`src/hw/rtl/esa_pkg.sv`:
```
`default_nettype none
// ----------------------------------------------------------------------------
// esa_pkg: shared types and codes for the event slot allocator
// Slot, tag and count widths, request and status codes, sequencer states
// and the control structs passed to the free queue.
// ----------------------------------------------------------------------------
package esa_pkg;

  localparam int MAX_SLOTS = 16;
  localparam int SLOT_W    = $clog2(MAX_SLOTS);
  localparam int CNT_W     = $clog2(MAX_SLOTS + 1);
  localparam int TAG_W     = 31;
  localparam int REQ_W     = 2;
  localparam int STAT_W    = 2;
  localparam int CFG_W     = 5;

  typedef logic [SLOT_W-1:0] slot_t;
  typedef logic [CNT_W-1:0]  count_t;
  typedef logic [TAG_W-1:0]  tag_t;
  typedef logic [REQ_W-1:0]  req_t;
  typedef logic [STAT_W-1:0] status_t;
  typedef logic [CFG_W-1:0]  cfg_t;

  localparam req_t REQ_ALLOC  = 2'd0;
  localparam req_t REQ_FREE   = 2'd1;
  localparam req_t REQ_LOOKUP = 2'd2;

  localparam status_t STAT_OK   = 2'd0;
  localparam status_t STAT_NONE = 2'd1;
  localparam status_t STAT_ERR  = 2'd2;

  typedef enum logic [1:0] {
    S_IDLE,
    S_LOOKUP,
    S_RESULT
  } state_t;

  // free queue pop and push request
  typedef struct packed {
    logic  pop;
    logic  push;
    slot_t push_slot;
  } q_op_t;

  // free queue refill request
  typedef struct packed {
    logic   refill;
    count_t n;
  } q_cfg_t;

endpackage : esa_pkg
`default_nettype wire

```
`src/hw/rtl/esa_ram.sv`:
```
`default_nettype none
// ----------------------------------------------------------------------------
// esa_ram: generic single-write, single-read RAM
// One write port, one read port with registered read data.
// ----------------------------------------------------------------------------
module esa_ram #(
  parameter int WIDTH = 8,
  parameter int DEPTH = 16
) (
  input  wire logic                     clk,
  input  wire logic                     wr_en,
  input  wire logic [$clog2(DEPTH)-1:0] wr_addr,
  input  wire logic [WIDTH-1:0]         wr_data,
  input  wire logic                     rd_en,
  input  wire logic [$clog2(DEPTH)-1:0] rd_addr,
  output logic      [WIDTH-1:0]         rd_data
);

  logic [WIDTH-1:0] mem [DEPTH];

  always_ff @(posedge clk) begin
    if (wr_en) begin
      mem[wr_addr] <= wr_data;
    end
    if (rd_en) begin
      rd_data <= mem[rd_addr];
    end
  end

endmodule : esa_ram
`default_nettype wire

```
`src/hw/rtl/esa_free_queue.sv`:
```
`default_nettype none
// ----------------------------------------------------------------------------
// esa_free_queue: circular FIFO of free slot numbers
// Pop from head, push at tail, refill with 0..n-1 on a slot count write.
// ----------------------------------------------------------------------------
module esa_free_queue (
  input  wire logic            clk,
  input  wire logic            rst_n,
  input  wire esa_pkg::q_cfg_t cfg,
  input  wire esa_pkg::q_op_t  op,
  output esa_pkg::slot_t       head_slot,
  output esa_pkg::count_t      count
);
  import esa_pkg::*;

  slot_t  q_r [MAX_SLOTS];
  slot_t  q_nxt [MAX_SLOTS];
  slot_t  head_r, head_nxt;
  count_t count_r, count_nxt;
  slot_t  tail;

  assign head_slot = q_r[head_r];
  assign count     = count_r;
  assign tail      = head_r + count_r[SLOT_W-1:0];

  always_comb begin
    q_nxt     = q_r;
    head_nxt  = head_r;
    count_nxt = count_r;
    if (cfg.refill) begin
      for (int i = 0; i < MAX_SLOTS; i++) begin
        q_nxt[i] = (i < int'(cfg.n)) ? SLOT_W'(i) : '0;
      end
      head_nxt  = '0;
      count_nxt = cfg.n;
    end else if (op.pop) begin
      head_nxt  = head_r + SLOT_W'(1);
      count_nxt = count_r - CNT_W'(1);
    end else if (op.push) begin
      q_nxt[tail] = op.push_slot;
      count_nxt   = count_r + CNT_W'(1);
    end
  end

  always_ff @(posedge clk) begin
    if (!rst_n) begin
      // reset holds a one-slot list: slot 0 only
      for (int i = 0; i < MAX_SLOTS; i++) begin
        q_r[i] <= '0;
      end
      head_r  <= '0;
      count_r <= CNT_W'(1);
    end else begin
      q_r     <= q_nxt;
      head_r  <= head_nxt;
      count_r <= count_nxt;
    end
  end

endmodule : esa_free_queue
`default_nettype wire

```
`src/hw/rtl/event_slot_allocator.sv`:
```
`default_nettype none
// Result path: an accepted word sets the result registers and enters S_RESULT;
//   the result moves to the output word once that is free. A lookup first scans
//   in S_LOOKUP, one slot a cycle through one tag comparator, to the first hit.
// Flow: one word at a time, taken the cycle after the last result is registered.
// Reset (rst_n, synchronous): slot count 1, free list holds slot 0, no busy
//   slots, no result pending. Tag RAM contents are not cleared.
// ----------------------------------------------------------------------------
// event_slot_allocator: free-list slot allocator with event tags
// Allocates slots from a FIFO free list, frees them back, and looks up the
// lowest busy slot holding a given event number by a sequential tag scan.
// ----------------------------------------------------------------------------
module event_slot_allocator (
  input  wire logic             clk,
  input  wire logic             rst_n,
  // configuration: slot count
  input  wire logic             cfg_wr_en,
  input  wire esa_pkg::cfg_t    cfg_wr_data,
  // request channel
  input  wire logic             in_valid,
  output logic                  in_stall,
  input  wire esa_pkg::req_t    in_req_type,
  input  wire esa_pkg::tag_t    in_event_number,
  input  wire esa_pkg::slot_t   in_slot_index,
  // result channel
  output logic                  out_valid,
  input  wire logic             out_stall,
  output esa_pkg::slot_t        out_slot_result,
  output esa_pkg::status_t      out_status,
  output esa_pkg::count_t       out_free_count
);
  import esa_pkg::*;

  // sequencer and request registers
  state_t  state_r, state_nxt;
  tag_t    evt_r, evt_nxt;
  count_t  scan_ptr_r, scan_ptr_nxt;   // next slot to read from the tag RAM
  logic    cmp_vld_r, cmp_vld_nxt;     // tag RAM data valid for compare
  slot_t   cmp_idx_r, cmp_idx_nxt;     // slot whose tag is on rd_data
  slot_t   res_slot_r, res_slot_nxt;
  status_t res_status_r, res_status_nxt;

  // slot state
  logic [MAX_SLOTS-1:0] busy_r, busy_nxt;
  count_t               siu_r, siu_nxt;  // managed slot count

  // output word register
  logic    out_valid_r, out_valid_nxt;
  slot_t   out_slot_r, out_slot_nxt;
  status_t out_status_r, out_status_nxt;
  count_t  out_count_r, out_count_nxt;

  // free queue and tag RAM hookup
  q_cfg_t q_cfg;
  q_op_t  q_op;
  slot_t  q_head_slot;
  count_t q_count;

  logic   tag_wr_en;
  logic   tag_rd_en;
  tag_t   tag_rd_data;
  logic   accept;
  count_t cfg_n;

  assign accept    = in_valid && !in_stall;
  assign in_stall  = (state_r != S_IDLE);
  assign tag_rd_en = (state_r == S_LOOKUP) && (scan_ptr_r < CNT_W'(MAX_SLOTS));

  // slot count write: zero reads as one, oversize clamps to the maximum
  always_comb begin
    cfg_n = CNT_W'(cfg_wr_data);
    if (cfg_wr_data == '0) begin
      cfg_n = CNT_W'(1);
    end else if (cfg_wr_data > CFG_W'(MAX_SLOTS)) begin
      cfg_n = CNT_W'(MAX_SLOTS);
    end
  end

  assign q_cfg.refill = cfg_wr_en;
  assign q_cfg.n      = cfg_n;

  esa_free_queue u_free_queue (
    .clk       (clk),
    .rst_n     (rst_n),
    .cfg       (q_cfg),
    .op        (q_op),
    .head_slot (q_head_slot),
    .count     (q_count)
  );

  // allocate writes the tag at the popped slot; lookup reads one slot a cycle
  esa_ram #(
    .WIDTH (TAG_W),
    .DEPTH (MAX_SLOTS)
  ) u_tag_ram (
    .clk     (clk),
    .wr_en   (tag_wr_en),
    .wr_addr (q_head_slot),
    .wr_data (in_event_number),
    .rd_en   (tag_rd_en),
    .rd_addr (scan_ptr_r[SLOT_W-1:0]),
    .rd_data (tag_rd_data)
  );

  always_comb begin
    state_nxt      = state_r;
    evt_nxt        = evt_r;
    scan_ptr_nxt   = scan_ptr_r;
    cmp_vld_nxt    = 1'b0;
    cmp_idx_nxt    = cmp_idx_r;
    res_slot_nxt   = res_slot_r;
    res_status_nxt = res_status_r;
    busy_nxt       = busy_r;
    siu_nxt        = siu_r;
    q_op           = '0;
    tag_wr_en      = 1'b0;

    // output register drains when the far side takes the word
    out_valid_nxt  = out_valid_r && out_stall;
    out_slot_nxt   = out_slot_r;
    out_status_nxt = out_status_r;
    out_count_nxt  = out_count_r;

    unique case (state_r)
      S_IDLE: begin
        if (accept) begin
          res_slot_nxt   = '0;
          res_status_nxt = STAT_ERR;
          state_nxt      = S_RESULT;
          case (in_req_type)
            REQ_ALLOC: begin
              if (q_count == '0) begin
                res_status_nxt = STAT_NONE;
              end else begin
                q_op.pop                = 1'b1;
                tag_wr_en               = 1'b1;
                busy_nxt[q_head_slot]   = 1'b1;
                res_slot_nxt            = q_head_slot;
                res_status_nxt          = STAT_OK;
              end
            end
            REQ_FREE: begin
              // out-of-range and double frees are rejected, nothing changes
              if ((CNT_W'(in_slot_index) < siu_r) && busy_r[in_slot_index]) begin
                q_op.push               = 1'b1;
                q_op.push_slot          = in_slot_index;
                busy_nxt[in_slot_index] = 1'b0;
                res_status_nxt          = STAT_OK;
              end
            end
            REQ_LOOKUP: begin
              evt_nxt      = in_event_number;
              scan_ptr_nxt = '0;
              state_nxt    = S_LOOKUP;
            end
            default: begin
              res_status_nxt = STAT_ERR;
            end
          endcase
        end
      end

      S_LOOKUP: begin
        if (tag_rd_en) begin
          scan_ptr_nxt = scan_ptr_r + CNT_W'(1);
          cmp_vld_nxt  = 1'b1;
          cmp_idx_nxt  = scan_ptr_r[SLOT_W-1:0];
        end
        // lowest slot wins: first hit in scan order stops the search
        if (cmp_vld_r && busy_r[cmp_idx_r] && (tag_rd_data == evt_r)) begin
          res_slot_nxt   = cmp_idx_r;
          res_status_nxt = STAT_OK;
          cmp_vld_nxt    = 1'b0;
          state_nxt      = S_RESULT;
        end else if (cmp_vld_r && (cmp_idx_r == SLOT_W'(MAX_SLOTS - 1))) begin
          res_slot_nxt   = '0;
          res_status_nxt = STAT_NONE;
          cmp_vld_nxt    = 1'b0;
          state_nxt      = S_RESULT;
        end
      end

      S_RESULT: begin
        // free count is read after the queue update has landed
        if (!out_valid_nxt) begin
          out_valid_nxt  = 1'b1;
          out_slot_nxt   = res_slot_r;
          out_status_nxt = res_status_r;
          out_count_nxt  = q_count;
          state_nxt      = S_IDLE;
        end
      end

      default: begin
        state_nxt = S_IDLE;
      end
    endcase

    // slot count write only while idle (user's rule, unchecked): frees everything
    if (cfg_wr_en) begin
      siu_nxt  = cfg_n;
      busy_nxt = '0;
    end
  end

  always_ff @(posedge clk) begin
    if (!rst_n) begin
      state_r     <= S_IDLE;
      cmp_vld_r   <= 1'b0;
      busy_r      <= '0;
      siu_r       <= CNT_W'(1);
      out_valid_r <= 1'b0;
    end else begin
      state_r     <= state_nxt;
      cmp_vld_r   <= cmp_vld_nxt;
      busy_r      <= busy_nxt;
      siu_r       <= siu_nxt;
      out_valid_r <= out_valid_nxt;
    end
  end

  always_ff @(posedge clk) begin
    evt_r        <= evt_nxt;
    scan_ptr_r   <= scan_ptr_nxt;
    cmp_idx_r    <= cmp_idx_nxt;
    res_slot_r   <= res_slot_nxt;
    res_status_r <= res_status_nxt;
    out_slot_r   <= out_slot_nxt;
    out_status_r <= out_status_nxt;
    out_count_r  <= out_count_nxt;
  end

  assign out_valid       = out_valid_r;
  assign out_slot_result = out_slot_r;
  assign out_status      = out_status_r;
  assign out_free_count  = out_count_r;

  // every managed slot is either busy or on the free list
  a_slot_conservation: assert property (@(posedge clk) disable iff (!rst_n)
    ($countones(busy_r) + int'(q_count)) == int'(siu_r))
    else $error("busy plus free slots differs from slot count");

  // free list never holds more than the managed slots
  a_count_bound: assert property (@(posedge clk) disable iff (!rst_n)
    q_count <= siu_r)
    else $error("free count above slot count");

  // no slot at or beyond the slot count is ever busy
  a_busy_range: assert property (@(posedge clk) disable iff (!rst_n)
    (busy_r >> siu_r) == '0)
    else $error("busy slot outside the managed range");

  // a failed request always reports slot zero
  a_fail_slot_zero: assert property (@(posedge clk) disable iff (!rst_n)
    (out_valid_r && (out_status_r != STAT_OK)) |-> (out_slot_r == '0))
    else $error("non-zero slot on failed request");

endmodule : event_slot_allocator
`default_nettype wire

```
`config.mk`:
```
export PLATFORM = sky130hd
export DESIGN_NAME = event_slot_allocator
export DESIGN_NICKNAME = d
export VERILOG_FILES = /design/src/hw/rtl/esa_pkg.sv /design/src/hw/rtl/esa_ram.sv /design/src/hw/rtl/esa_free_queue.sv /design/src/hw/rtl/event_slot_allocator.sv
export SDC_FILE = /design/constraint.sdc
export NUM_CORES = 1
export LEC_CHECK = 0
export BUFFER_PORTS_ARGS = -buffer_cell sky130_fd_sc_hd__clkbuf_2
export CORE_AREA = 2 2 232 234
export CTS_BUF_LIST = sky130_fd_sc_hd__clkbuf_16
export DETAILED_ROUTE_END_ITERATION = 12
export DIE_AREA = 0 0 234 236
export HOLD_SLACK_MARGIN = 0.06
export MAX_ROUTING_LAYER = met4
export PLACE_DENSITY = 0.65
export SYNTH_ARGS = -nofsm -noshare
export SYNTH_HDL_FRONTEND = slang
export SYNTH_SLANG_ARGS = --single-unit
```
`constraint.sdc`:
```
create_clock -name clk -period 8.4 [get_ports clk]
set_clock_uncertainty 0.1 [all_clocks]
set_input_delay 1.26 -clock clk [delete_from_list [all_inputs] [get_ports clk]]
set_output_delay 1.26 -clock clk [all_outputs]
set_load 0.05 [all_outputs]
```
==> metrics.md, run 1 <==
| Metric | Value |
|---|---|
| Initial Utilization | 51.9% |
| Synth area leaders | edfxtp_1 (64%), mux4_2 (14%), dfxtp_1 (7.1%) |
| Clock buffer depth | 3 |
| ANT nets after route | 0 |
| Yosys reg bits | roughly 700 |
| Flop2flop setup slack | 4.28 ns |
| Worst r2r dst | u_tag_ram.mem[15][3] |
| Row count | 85 |
| Max-slew headroom at the worst pin | 12.3% |
| Area of the multi-input gates | 7750 um^2 |
| First-pass GRT wire length | 97.1 mm |
| Status | completed |
| Worst setup EP type | flop |
| Leak pwr | 9.96 nW |
| H-Tree Depth | 3 |
| Global route overflow | 0 |
| Setup Fix Bufs, Post-CTS | 0 |
| DRC violations left | 0 |
| Routed wire length per instance | around 27 um |
| Post-synth top area cell | edfxtp_1 |
| Cell Pwr Density | 228 nW/um^2 |
| Clock Root Buffer | clkbuf_16 |
| Final Hold Viols | 0 |
| Layout cells sized above 1 | between 20% and 30% |
| DP Cell Count | ~2,200 |
| Non-filler cells, final | 2,360 |
| Clock power share | 42.4% |
| # setup viols final | 0 |
| Hold depth | 0 |
| Sequential area share after synthesis | 70.8% |
| Min cycle time layout | 4.12 ns |
| Clock sinks | 682 |
| Netlist Area Pre-Place | 27,600 um^2 |
| Hold_sp | res_slot_r[0] |
| Die X | 234 um |
| Number of synthesized flops with an enable pin | 584 |
| Final Max Tran Viols | 0 |
| Tcrit/Tclk final | 49.1% |
| Post-DP HPWL | 37.3 mm |
| Fin util | 58.5% |
| Syn Inst Count | ~1,500 |
| Reg2reg start | u_free_queue.head_r[2] |
| Synth Warn # | 0 |
| Most common cell after layout, fill and taps aside | edfxtp_1 |
| Hold Path End | out_slot_result[0] |
| Sw Share | 21.6% |
| Syn Area/Cell | 18.0 um^2 |
| Syn_nets | ~1,600 |
| Reg2Reg Depth | 7 |
| Die area | between 50,000 and 60,000 um^2 |
| Worst EP required | 8.60 ns |
| Register area | 19,500 um^2 |
| Clock network latency to the later pin of the worst-skew pair | 0.61 ns |
| Type of origin of the critical path | flop |
| Top-level I/O count | 60 |
| Max-cap violations | 0 |
| Post-CTS resize count | 0 |
| Flop pwr share | 52.8% |
| Largest net degree at the start of global routing | 69 |
| Clk slew on worst S/H paths | 0.06 ns |
| Initial drt markers | 1,499 |
| Hold WC Path Type | reg -> reg |
| Logic pwr share | 4.8% |
| Hold buffers post-CTS | 0 |
| CTS tree | built |
| Total Wirelength | 64.6 mm |
| GRT Util Overall | 24.9% |
| Cell internal pwr | 5.55 mW |
| Initial antenna violation count | 1 |
| FFs w/ async S/R, synth | 0% |
| Vias per cell | 6.28 |
| Switch Pwr | between 1.5 and 2 mW |
| Peak supply drop | 191 uV |
| Fill cells | a little under 4,000 |
| Clock buffer count from CTS | 70 |
| Post-layout nets | roughly 1,700 |
| Routed vias | 14,800 |
| Core ar. | 53,100 um^2 |
| Routability congestion estimate | between 0.9 and 1 |
| Fmax | 243 MHz |
| Post-synth top area share | 63.6% |
| WS Path Type | reg -> reg |
| Post-route setup TNS | 0 ns |
| I/O Buffers | 59 |
| Most frequent cells in the layout | edfxtp_1 (584), mux4_2 (172), dfxtp_1 (98) |
| Area Overhead vs Synth | 12.6% |
| 1st-pass router iterations | 5 |
| Slew at the pin closest to its max-slew limit | 1.31 ns |
| Top_reg_cell synth | edfxtp_1 |
| Worst-path maximum fanout | 20 |
| Synth cell types | 67 |
| Height of the die | 236 um |
| Vias in the first global route | 14,800 |
| RSZ-0062 raised after global routing | false |
| CP Data Arrival Time | 4.32 ns |
## through the flow
step | instance area, um^2 | setup slack, ns | power [mW] | hold WS [ns]
global placement | 28800 | 4.10 | 4.14 | 0.301
finish | 31000 | 4.28 | 7.07 | 0.322
global route | 31000 | 4.08 | 7.29 | 0.333
detailed placement | 28800 | 4.06 | 4.15 | 0.310
floorplan | 27600 | 4.44 | 4.02 | 0.300
CTS | 31000 | 4.24 | 7.13 | 0.323
## cells by family after synthesis
| kind of cell | Yosys count | synth area share, % |
|---|---|---|
| xor gates and xnor gates | 42 | 1.34 |
| and+or+nand+nor | 282 | 5.05 |
| DFF | 682 | 70.8 |
| adders and majority gates | 13 | 0.645 |
| muxes | 215 | 15.6 |
| buffers and inverters | 106 | 1.60 |
| AOI/OAI and AO/OA | 187 | 4.95 |
## cell usage after synthesis (12+ instances only)
library cell	count
nand2b_1	21
o311ai_0	13
inv_1	14
buf_2	14
dfxtp_1	98
nand4_1	23
clkbuf_1	62
mux4_2	172
edfxtp_1	584
xnor2_1	36
nor4_1	13
a21oi_1	31
nor2_1	61
a31oi_1	12
nor3_1	23
mux2i_1	37
o21ai_0	25
o31ai_1	17
nand3_1	15
nand2_1	82
## worst max-delay path, stage by stage (launching register included)
cell and delay, ns:
dfxtp_1 0.66, buf_4 0.32, mux4_2 0.53, mux2i_1 0.38
inv_1 0.11, a31oi_1 0.98, nor2_4 0.34, buf_4 0.38
## power by group through the flow
stage / sequential (mW) / combinational (mW) / clock, mW
2_1_floorplan: 3.81 / 0.206 / 0
3_3_place_gp: 3.81 / 0.336 / 0
3_5_place_dp: 3.81 / 0.341 / 0
4_1_cts: 3.73 / 0.342 / 3.05
5_1_grt: 3.74 / 0.369 / 3.19
6_report: 3.74 / 0.341 / 3.00
## cell type report
| type | count | share of cell area (%) |
|---|---|---|
| Timing Repair Buffer | 102 | 2.03 |
| Inverter | 15 | 0.181 |
| Antenna cell | 1 | 0.00807 |
| Tap cell | 696 | 2.81 |
| Multi-Input combinational cell | 739 | 25.0 |
| Clock buffer | 70 | 5.65 |
| Sequential cell | 682 | 62.8 |
| Clock inverter | 55 | 1.50 |
## metal layers
layer	global-route usage (%)	vias up	part of all wire, %
met5	-	-	0
met4	6.54	0	1.9
li1	-	6395	-
met3	4.11	100	7.2
met1	35.9	7715	43
met2	37.3	619	48
## sequential cells by signal (all words and copies together) (netlist names), 4 cells and up
signal and flops:
u_tag_ram.rd_data 31, cmp_idx_r 4, siu_r 5, busy_r 16, u_free_queue.count 5, out_free_count 5
u_tag_ram.mem 496, evt_r 31, u_free_queue.head_r 4, u_free_queue.q_r 64, res_slot_r 4, scan_ptr_r 5
out_slot_result 4
## worst max path at each step
stage | startpoint | end | slack, ns | cells after the start
2_1_floorplan | in_req_type[0] | u_tag_ram.mem[1][0] | 4.44 | 5
3_3_place_gp | in_req_type[0] | u_tag_ram.mem[8][19] | 4.10 | 8
3_5_place_dp | in_slot_index[1] | u_free_queue.q_r[57] | 4.06 | 7
4_1_cts | u_free_queue.head_r[2] | u_tag_ram.mem[15][28] | 4.24 | 7
5_1_grt | u_free_queue.head_r[2] | u_tag_ram.mem[15][30] | 4.08 | 7
6_report | u_free_queue.head_r[2] | u_tag_ram.mem[15][3] | 4.28 | 7
No activity file was read; power rests on OpenSTA's default activity.
==> run 2: changes to the inputs <==
--- a/config.mk
+++ b/config.mk
@@ -12,7 +12,7 @@
 export DIE_AREA = 0 0 234 236
 export HOLD_SLACK_MARGIN = 0.06
 export MAX_ROUTING_LAYER = met4
-export PLACE_DENSITY = 0.65
+export PLACE_DENSITY = 0.68
 export SYNTH_ARGS = -nofsm -noshare
 export SYNTH_HDL_FRONTEND = slang
 export SYNTH_SLANG_ARGS = --single-unit
==> constraint.sdc (replaced) <==
create_clock -name clk -period 3.68 [get_ports clk]
set_clock_uncertainty 0.1 [all_clocks]
set_input_delay 0.552 -clock clk [delete_from_list [all_inputs] [get_ports clk]]
set_output_delay 0.552 -clock clk [all_outputs]
set_load 0.05 [all_outputs]
==> run 2 against run 1 <==
Via count increased by 1.2%; highest routed layer unchanged; critical endpoint is now u_tag_ram.mem[7][22]; cell count grew 1.9%; fmax increased by 24%; combinational power grew 140%.
==> metrics.md, run 2 (same netlist as run 1, synthesis figures left out) <==
| Metric | Value |
|---|---|
| DP Area | 29,400 um^2 (+2.0%) |
| Height of the die | 236 um (unchanged) |
| Worst EP required | 3.91 ns (-4.69 ns) |
| Hold WC Path Type | in -> reg |
| Initial Utilization | 51.9% (unchanged) |
| H-Tree Depth | 3 (unchanged) |
| ANT nets after route | 0 (unchanged) |
| Setup Fix Bufs, Post-CTS | 0 (unchanged) |
| I/O Buffers | 59 (unchanged) |
| Clock Root Buffer | clkbuf_16 |
| Peak supply drop | 430 uV (+120%) |
| Post-DP HPWL | 39.3 mm (+5.3%) |
| Worst path slowest cell | dfxtp_1 |
| Type of origin of the critical path | flop |
| Clock sinks | 682 (unchanged) |
| Clk slew on worst S/H paths | 0.06 ns (about the same) |
| Initial antenna violation count | 2 (+1) |
| Die X | 234 um (unchanged) |
| Final Hold Slack | 0.134 ns (-0.187 ns) |
| Min cycle time layout | 3.34 ns (-0.785 ns) |
| Final Hold Viols | 0 (unchanged) |
| Final worst slack | 0.343 ns (-3.94 ns) |
| Cell Pwr Density | 519 nW/um^2 (+130%) |
| Fmax | 300 MHz (+24%) |
| Reg2reg start | u_free_queue.head_r[2] |
| Hold_sp | out_stall |
| Clock buffer depth | 3 (unchanged) |
| Row count | 85 (unchanged) |
| Max-cap violations | 0 (unchanged) |
| Worst setup EP type | flop |
| First-pass GRT wire length | 97.5 mm (+0.45%) |
| Total Wirelength | 64.6 mm (about the same) |
| Die area | 55,200 um^2 (unchanged) |
| Dpl ws | 0.337 ns (-3.72 ns) |
| Clock buffer count from CTS | 70 (unchanged) |
| Top flop regs | u_tag_ram.mem: 496 flops, u_free_queue.q_r: 64 flops |
| Worst-path maximum fanout | 21 (+5.0%) |
| 1st-pass router iterations | 7 (+2) |
| Setup crit start | u_free_queue.head_r[2] |
| # setup viols final | 0 (unchanged) |
| CP Data Arrival Time | 3.57 ns (-0.75 ns) |
| Top-level I/O count | 60 (unchanged) |
| RSZ-0062 raised after global routing | false |
| Routed wire length per instance | 26.9 um (-1.8%) |
| Largest net degree at the start of global routing | 67 (-2.9%) |
| Largest register by flop count | u_tag_ram.mem |
| Routability congestion estimate | 0.973 (+4.5%) |
| Most frequent cells in the layout | edfxtp_1 (584), mux4_2 (172), dfxtp_1 (98) |
| WS Path Type | reg -> reg |
| Post-layout nets | 1,716 (+2.8%) |
| Pwr Total | 16.4 mW (+130%) |
| Vias per cell | 6.24 (-0.68%) |
| Global route overflow | 0 (unchanged) |
| CP peak stage delay | 0.66 ns (-0.32 ns) |
| Core ar. | 53,100 um^2 (unchanged) |
| Routed vias | 15,000 (+1.2%) |
| Status | completed |
| Cell chain of the critical path | mux4_2 -> mux2_2 -> nor3b_1 -> a31oi_1 -> buf_4 -> nor2_4 -> buf_4 |
| Post-CTS resize count | 0 (unchanged) |
| Worst Path Buf+Inv | 2 (-1) |
| Leak pwr | 10.3 nW (+3.1%) |
| Hold buffers post-CTS | 0 (unchanged) |
| Layout cells sized above 1 | 27.4% (+2.2 points) |
| DRC violations left | 0 (unchanged) |
| CTS tree | built |
| CP top delay family | multiplexers |
| Most common cell after layout, fill and taps aside | edfxtp_1 |
| Area Overhead vs Synth | 15.0% |
| Tcrit/Tclk final | 90.7% (+42 points) |
| Final Max Tran Viols | 0 (unchanged) |
| Non-filler cells, final | 2,404 (+1.9%) |
| Max-slew headroom at the worst pin | 32.3% (+20 points) |
| GRT Util Overall | 24.9% (-0.043 points) |
| Slew at the pin closest to its max-slew limit | 1.02 ns (-0.294 ns) |
| DP Cell Count | 2,280 (+2.1%) |
| Layout Cell Area excl Fill | 31,700 um^2 (+2.2%) |
| Initial drt markers | 1,526 (+1.8%) |
| Vias in the first global route | 15,400 (+4.1%) |
| Clock network latency to the later pin of the worst-skew pair | 0.61 ns (about the same) |
| Most used cell, CP | buf_4 |
| Max FFs per register | 496 (unchanged) |
[run 2: cell count changes in the layout (fill, tap and decap cells not counted), sizes merged]
cell,change
buf,+46
inv,-8
clkbuf,+4
bufinv,+1
diode,+1
[run 2: worst paths after layout]
| path | cells past startpoint | endpoint | slack [ns] |
|---|---|---|---|
| max | 7 | u_tag_ram.mem[7][22] | 0.34 |
| min | 3 | out_valid | 0.13 |
| max reg2reg | 7 | u_tag_ram.mem[7][22] | 0.34 |
| min reg2reg | 0 | out_slot_result[3] | 0.32 |
[run 2: where the power goes]
| part | switching [mW] | total, mW | internal, mW |
|---|---|---|---|
| clock | 2.94 | 7.09 | 4.15 |
| sequential | 0.0583 | 8.53 | 8.47 |
| combinational | 0.513 | 0.813 | 0.300 |
[run 2: worst min-delay path: stages]
cell      delay, ns
clkbuf_2       0.09
nand2_1        0.08
a21oi_1        0.07
[run 2: stage by stage]
step	setup TNS [ns]	utilization [%]
finish	0	59.7
global route	0	59.7
detailed placement	0	55.4
global placement	0	55.4
floorplan	-0.276	-
CTS	0	59.7
[run 2: cell type report]
type | instances | area, um^2
diodes | 2 | 5.00
clock buffers | 74 | 1850
clock inverters | 48 | 464
fillers | 3837 | 21400
inverters | 15 | 56.3
multi-input cells | 739 | 7750
flip-flops and latches | 682 | 19500
well taps | 696 | 871
repair buffers | 148 | 1200
[run 2: per-layer routing]
layer  up-vias  wire length, um  GRT usage (%)
met1      7800            27100           34.2
li1       6494                -              -
met2       611            31500           38.0
met3        98             4520           4.67
met4         0             1410           7.63
met5         -                0              -
